==> src/rtl/core/open_address_hash_table_core_assert.svh <==
// ---------------------------------------------------------------------------
// Assertion macros for the hash table core.
// ---------------------------------------------------------------------------
`ifndef OPEN_ADDRESS_HASH_TABLE_CORE_ASSERT_SVH
`define OPEN_ADDRESS_HASH_TABLE_CORE_ASSERT_SVH

// Same-cycle implication, checked outside reset.
`define OAHT_ASSERT_NOW(label, ante, cons, msg) \
    label: assert property (@(posedge i_clk) disable iff (!i_rst_n) \
        (ante) |-> (cons)) else $error(msg);

// Next-cycle implication, checked outside reset.
`define OAHT_ASSERT_NEXT(label, ante, cons, msg) \
    label: assert property (@(posedge i_clk) disable iff (!i_rst_n) \
        (ante) |=> (cons)) else $error(msg);

`endif

==> src/rtl/core/oaht_pkg.sv <==
// ---------------------------------------------------------------------------
// oaht_pkg
// Types and constants shared by the open-addressing hash table modules.
// ---------------------------------------------------------------------------
package oaht_pkg;

    // Table geometry. The table size is a power of two.
    localparam int SLOT_W      = 20;
    localparam int TABLE_SIZE  = 1 << SLOT_W;
    localparam int OUT_SLOT_W  = 20;
    localparam int DATA_W      = 32;

    // Hashing and probing constants.
    localparam int HASH_OFFSET = 10061894;
    localparam int PROBE_MOD   = 11;
    localparam int RES_W       = 4;
    localparam int SIZE_MOD    = TABLE_SIZE % PROBE_MOD;
    localparam int WRAP_ADJ    = (PROBE_MOD - SIZE_MOD) % PROBE_MOD;
    localparam logic [SLOT_W-1:0] HASH_OFS_LO = SLOT_W'(HASH_OFFSET % TABLE_SIZE);

    // Operation codes.
    localparam logic [1:0] FUNC_INSERT = 2'd0;
    localparam logic [1:0] FUNC_LOOKUP = 2'd1;
    localparam logic [1:0] FUNC_CLEAR  = 2'd2;

    typedef struct packed {
        logic [1:0]               func;
        logic signed [DATA_W-1:0] key;
        logic signed [DATA_W-1:0] value_a;
        logic signed [DATA_W-1:0] value_b;
    } t_in_item;

    typedef struct packed {
        logic                     hit;
        logic [OUT_SLOT_W-1:0]    slot;
        logic signed [DATA_W-1:0] found_a;
        logic signed [DATA_W-1:0] found_b;
        logic                     table_full;
    } t_out_item;

    // One table slot as stored in memory.
    typedef struct packed {
        logic              occupied;
        logic [DATA_W-1:0] key;
        logic [DATA_W-1:0] first;
        logic [DATA_W-1:0] second;
    } t_slot_entry;

    typedef struct packed {
        logic              en;
        logic [SLOT_W-1:0] addr;
        t_slot_entry       data;
    } t_wr_req;

    // Commands to the probe-step residue unit.
    typedef struct packed {
        logic start;
        logic step;
        logic wrap;
    } t_res_cmd;

endpackage

==> src/rtl/core/oaht_res_unit.sv <==
// ---------------------------------------------------------------------------
// oaht_res_unit
// Keeps the current probe slot modulo 11. A start reduces the home slot two
// bits per cycle; a step updates the residue from the old one.
// ---------------------------------------------------------------------------
module oaht_res_unit
    import oaht_pkg::*;
(
    input  logic              i_clk,
    input  logic              i_rst_n,
    input  t_res_cmd          i_cmd,
    input  logic [SLOT_W-1:0] i_home,
    output logic              o_busy,
    output logic [RES_W-1:0]  o_res
);

    localparam int DIG_W     = 2;
    localparam int RES_STEPS = (SLOT_W + DIG_W - 1) / DIG_W;
    localparam int SHIFT_W   = RES_STEPS * DIG_W;
    localparam int RCNT_W    = $clog2(RES_STEPS + 1);
    localparam int RED_W     = 6;

    logic               r_busy;
    logic [RCNT_W-1:0]  r_cnt;
    logic [SHIFT_W-1:0] r_shift;
    logic [RES_W-1:0]   r_res;
    logic [RED_W-1:0]   red_in;
    logic [RED_W-1:0]   red_out;

    // Shared reducer input: next digit during reduction, 2r+1 plus the wrap correction on a step.
    always_comb begin
        if (r_busy) begin
            red_in = RED_W'({r_res, r_shift[SHIFT_W-1 -: DIG_W]});
        end else begin
            red_in = RED_W'({r_res, 1'b1}) + (i_cmd.wrap ? RED_W'(WRAP_ADJ) : '0);
        end
    end

    // Bring the value below 11 by subtracting the largest multiple of 11 (up to 33) that fits.
    always_comb begin
        if (red_in >= RED_W'(3 * PROBE_MOD)) begin
            red_out = red_in - RED_W'(3 * PROBE_MOD);
        end else if (red_in >= RED_W'(2 * PROBE_MOD)) begin
            red_out = red_in - RED_W'(2 * PROBE_MOD);
        end else if (red_in >= RED_W'(PROBE_MOD)) begin
            red_out = red_in - RED_W'(PROBE_MOD);
        end else begin
            red_out = red_in;
        end
    end

    // Sequencing of reduction and steps.
    always_ff @(posedge i_clk) begin
        if (!i_rst_n) begin
            r_busy <= 1'b0;
            r_cnt  <= '0;
        end else if (i_cmd.start) begin
            r_busy  <= 1'b1;
            r_cnt   <= RCNT_W'(RES_STEPS);
            r_shift <= SHIFT_W'(i_home);
            r_res   <= '0;
        end else if (r_busy) begin
            r_res   <= RES_W'(red_out);
            r_shift <= r_shift << DIG_W;
            r_cnt   <= r_cnt - 1'b1;
            r_busy  <= (r_cnt != RCNT_W'(1));
        end else if (i_cmd.step) begin
            r_res <= RES_W'(red_out);
        end
    end

    assign o_busy = r_busy;
    assign o_res  = r_res;

endmodule

==> config.mk <==
export PLATFORM = sky130hd
export DESIGN_NAME = oaht_res_unit
export DESIGN_NICKNAME = d
export VERILOG_FILES = /design/src/rtl/core/open_address_hash_table_core_assert.svh /design/src/rtl/core/oaht_pkg.sv /design/src/rtl/core/oaht_res_unit.sv
export SDC_FILE = /design/constraint.sdc
export NUM_CORES = 1
export LEC_CHECK = 0
export BUFFER_PORTS_ARGS = -buffer_cell sky130_fd_sc_hd__buf_4
export CORE_AREA = 2 2 62 64
export DETAILED_ROUTE_END_ITERATION = 10
export DIE_AREA = 0 0 64 66
export PLACE_DENSITY = 0.7
export SLEW_MARGIN = 20
export SYNTH_ARGS = -nofsm -noshare
export SYNTH_HDL_FRONTEND = slang
export SYNTH_SLANG_ARGS = --single-unit
==> constraint.sdc <==
create_clock -name i_clk -period 4.15 [get_ports i_clk]
set_clock_uncertainty 0.05 [all_clocks]
set_input_delay 0.415 -clock i_clk [delete_from_list [all_inputs] [get_ports i_clk]]
set_output_delay 0.415 -clock i_clk [all_outputs]
set_load 0.01 [all_outputs]
==> impl_metrics.env <==
export IMPL_status="finished clean"
export IMPL_fin_nets=205
export IMPL_clock_sinks=29
export IMPL_ir_worst_vdd_mv=0.228
export IMPL_hpwl_mm=2.14
export IMPL_hold_viol=0
export IMPL_synthesis_area_um2=1700
export IMPL_period_minus_slack_ns=3.13
export IMPL_grtUsageMet2=0.267
export IMPL_period_share=0.755
export IMPL_seqPwrFrac=0.400
export IMPL_cts_clk_slew_worst_paths_ns=0.09
export IMPL_postSynthAreaPerCell_um2=12.5
export IMPL_drt_iter0_drc=34
export IMPL_drtPass1Iterations=4
export IMPL_finish_utilization=0.573
export IMPL_syn_to_final_growth_pct=19.5
export IMPL_layout_common_cells="buf_4 (29), edfxtp_1 (24), mux2_2 (19), ha_1 (13), nor2_1 (9)"
export IMPL_rr_startpoint="o_busy"
export IMPL_synth_nets=174
export IMPL_grt_pass1_wl_mm=5.03
export IMPL_grt_max_degree=31
export IMPL_setup_viol=0
export IMPL_ys_warnings_count=0
export IMPL_hold_class="primary input to flip-flop"
export IMPL_fp_dieH_um=66
export IMPL_via_count=1127
export IMPL_pwr_share_clk=0.228
export IMPL_worst_pin_slew_ns=0.903
export IMPL_rows=22
export IMPL_grt_busiest_layer="met2"
export IMPL_ys_types=38
export IMPL_cp_end_kind="flip-flop"
export IMPL_initial_core_util=0.480
export IMPL_crit_type="flip-flop to flip-flop"
export IMPL_antenna_cells=0
export IMPL_die_x_um=64
export IMPL_drv_slew=0
export IMPL_avgViaCountPerCell=5.22
export IMPL_post_cts_buffers=0
export IMPL_relSlewSlack=0.398
export IMPL_ios=30
export IMPL_cts_made_buffers=5
export IMPL_crit_arrival_ns=3.17
export IMPL_p_switching_uw=298
export IMPL_layout_setup_ws_ns=1.02
export IMPL_grtUsageMet1=0.174
export IMPL_cp_max_fo=19
export IMPL_internal_power_uw=655
export IMPL_ctsResizeCount=0
export IMPL_cts_hold_buf=0
export IMPL_wl_per_cell_um=13.2
export IMPL_combPwrFrac=0.372
export IMPL_leakage_nw=0.833
export IMPL_synthCells=136
export IMPL_cts_htree_levels=2
export IMPL_port_buffers=29
export IMPL_mostFrequentLayoutCell="buf_4"
export IMPL_drc_errors=0
export IMPL_worstSkewPairLatency_ns=0.33
export IMPL_cp_startpoint="o_busy"
export IMPL_antenna_found_initial=0
export IMPL_place_inst=208
export IMPL_grt_pass1_vias=1181
export IMPL_power_density_nw_per_um2=468
export IMPL_required_ns=4.19
export IMPL_ant_nets=0
export IMPL_die_area_um2=4220
export IMPL_place_congestion=0.825
export IMPL_hold_slack_ns=0.268
export IMPL_start_kind="flip-flop"
export IMPL_yosysSeqAreaShare=0.482
export IMPL_cts_buffer_depth=2
export IMPL_wl_mm=2.84
export IMPL_gr_usage_all_layers=0.157
export IMPL_cap_violations=0
export IMPL_clock_fmax_ghz=0.319
export IMPL_dp_slack_ns=1.06
export IMPL_final_cells=216
export IMPL_core_um2=3550
export IMPL_ys_ff_latch=29
export IMPL_cts_tree="built"
export IMPL_rsz0062_at_grt="false"
export IMPL_tns_ns=0
export IMPL_hp_start="i_rst_n"
export IMPL_power_switching_share=0.313
export IMPL_drive_gt1_frac=0.381
export IMPL_globalRouteOverflowTotal=0
export IMPL_grt_use_met3=0.0562
export IMPL_root_buffer="clkbuf_4"
layer usage:
layer | vias up | wire, um
met5 | - | 0
met4 | 0 | 93
met3 | 9 | 187
met2 | 35 | 1320
met1 | 519 | 1240
li1 | 564 | -
through the flow:
stage                     power, mW  instance area (um^2)
after detailed placement      0.743                  1960
after global placement        0.731                  1960
after floorplan               0.653                  1700
final                         0.953                  2040
after CTS                     0.962                  2040
after global routing           1.02                  2040
cells by family (layout without fill, tap and decap cells):
family,after synthesis,count (layout),synth area share
AND/OR/NAND/NOR,26,26,0.0756
buffers and inverters,12,44,0.0308
AO/OA/AOI/OAI,25,25,0.117
multiplexers,24,24,0.164
adder cells (fa/ha/maj),13,13,0.0955
flip-flops,29,29,0.482
XOR/XNOR,7,7,0.0360
synthesized netlist by cell type:
| master | count | area, um^2 |
|---|---|---|
| a211o_1 | 1 | 8.76 |
| a211oi_1 | 1 | 7.51 |
| a211oi_2 | 1 | 12.5 |
| a21o_1 | 1 | 7.51 |
| a21oi_1 | 6 | 30.0 |
| a221oi_2 | 1 | 15.0 |
| a31o_2 | 1 | 8.76 |
| a31oi_1 | 1 | 6.26 |
| a32o_2 | 1 | 11.3 |
| a41oi_1 | 1 | 8.76 |
| and2_1 | 3 | 18.8 |
| buf_6 | 1 | 11.3 |
| clkbuf_1 | 4 | 15.0 |
| dfxtp_1 | 5 | 100 |
| edfxtp_1 | 24 | 721 |
| ha_1 | 13 | 163 |
| inv_1 | 7 | 26.3 |
| mux2_2 | 19 | 214 |
| mux2_4 | 3 | 45.0 |
| mux2i_1 | 2 | 20.0 |
| nand2_1 | 5 | 18.8 |
| nand2b_1 | 2 | 12.5 |
| nand3_1 | 1 | 5.00 |
| nor2_1 | 9 | 33.8 |
| nor2b_1 | 1 | 6.26 |
| nor3_1 | 2 | 10.0 |
| nor3b_1 | 1 | 7.51 |
| nor4b_1 | 1 | 8.76 |
| o211ai_1 | 1 | 7.51 |
| o211ai_2 | 1 | 12.5 |
| o21a_1 | 4 | 30.0 |
| o21ai_0 | 1 | 5.00 |
| o21ai_2 | 1 | 8.76 |
| o31ai_1 | 1 | 7.51 |
| o41a_1 | 1 | 11.3 |
| or2b_1 | 1 | 7.51 |
| xnor2_1 | 4 | 35.0 |
| xor2_1 | 3 | 26.3 |
path summary, 6_finish.rpt:
path	endpoint	cells past startpoint	slack, ns
worst max register to register	o_res[3]	9	1.02
worst min-delay path	r_cnt[1]	2	0.27
worst min register to register	o_busy	1	0.50
worst max-delay path	o_res[3]	9	1.02
state kept, by name, indices dropped and copies added (netlist names):
name	count
r_cnt	4
o_res	4
r_shift	20
o_busy	1
worst max-delay path: stages (launching register included):
cell,delay (ns)
dfxtp_1,0.74
mux2_2,0.47
inv_1,0.14
ha_1,0.17
inv_1,0.05
nor3_1,0.23
a41oi_1,0.30
a31o_2,0.31
o21ai_2,0.12
mux2_4,0.30
power groups by stage:
stage | logic, mW | clock network (mW) | registers [mW]
3_3_place_gp | 0.345 | 0 | 0.386
6_report | 0.354 | 0.218 | 0.381
2_1_floorplan | 0.268 | 0 | 0.385
3_5_place_dp | 0.355 | 0 | 0.388
5_1_grt | 0.393 | 0.237 | 0.386
4_1_cts | 0.356 | 0.224 | 0.382
layout make-up:
| type | count | area (um^2) |
|---|---|---|
| clock buffers | 8 | 80.1 |
| fillers | 298 | 1520 |
| inverters | 7 | 26.3 |
| multi-input cells | 95 | 831 |
| flip-flops and latches | 29 | 821 |
| well taps | 48 | 60.1 |
| repair buffers | 29 | 218 |
Note: power is estimated with default switching activity, not from simulation.
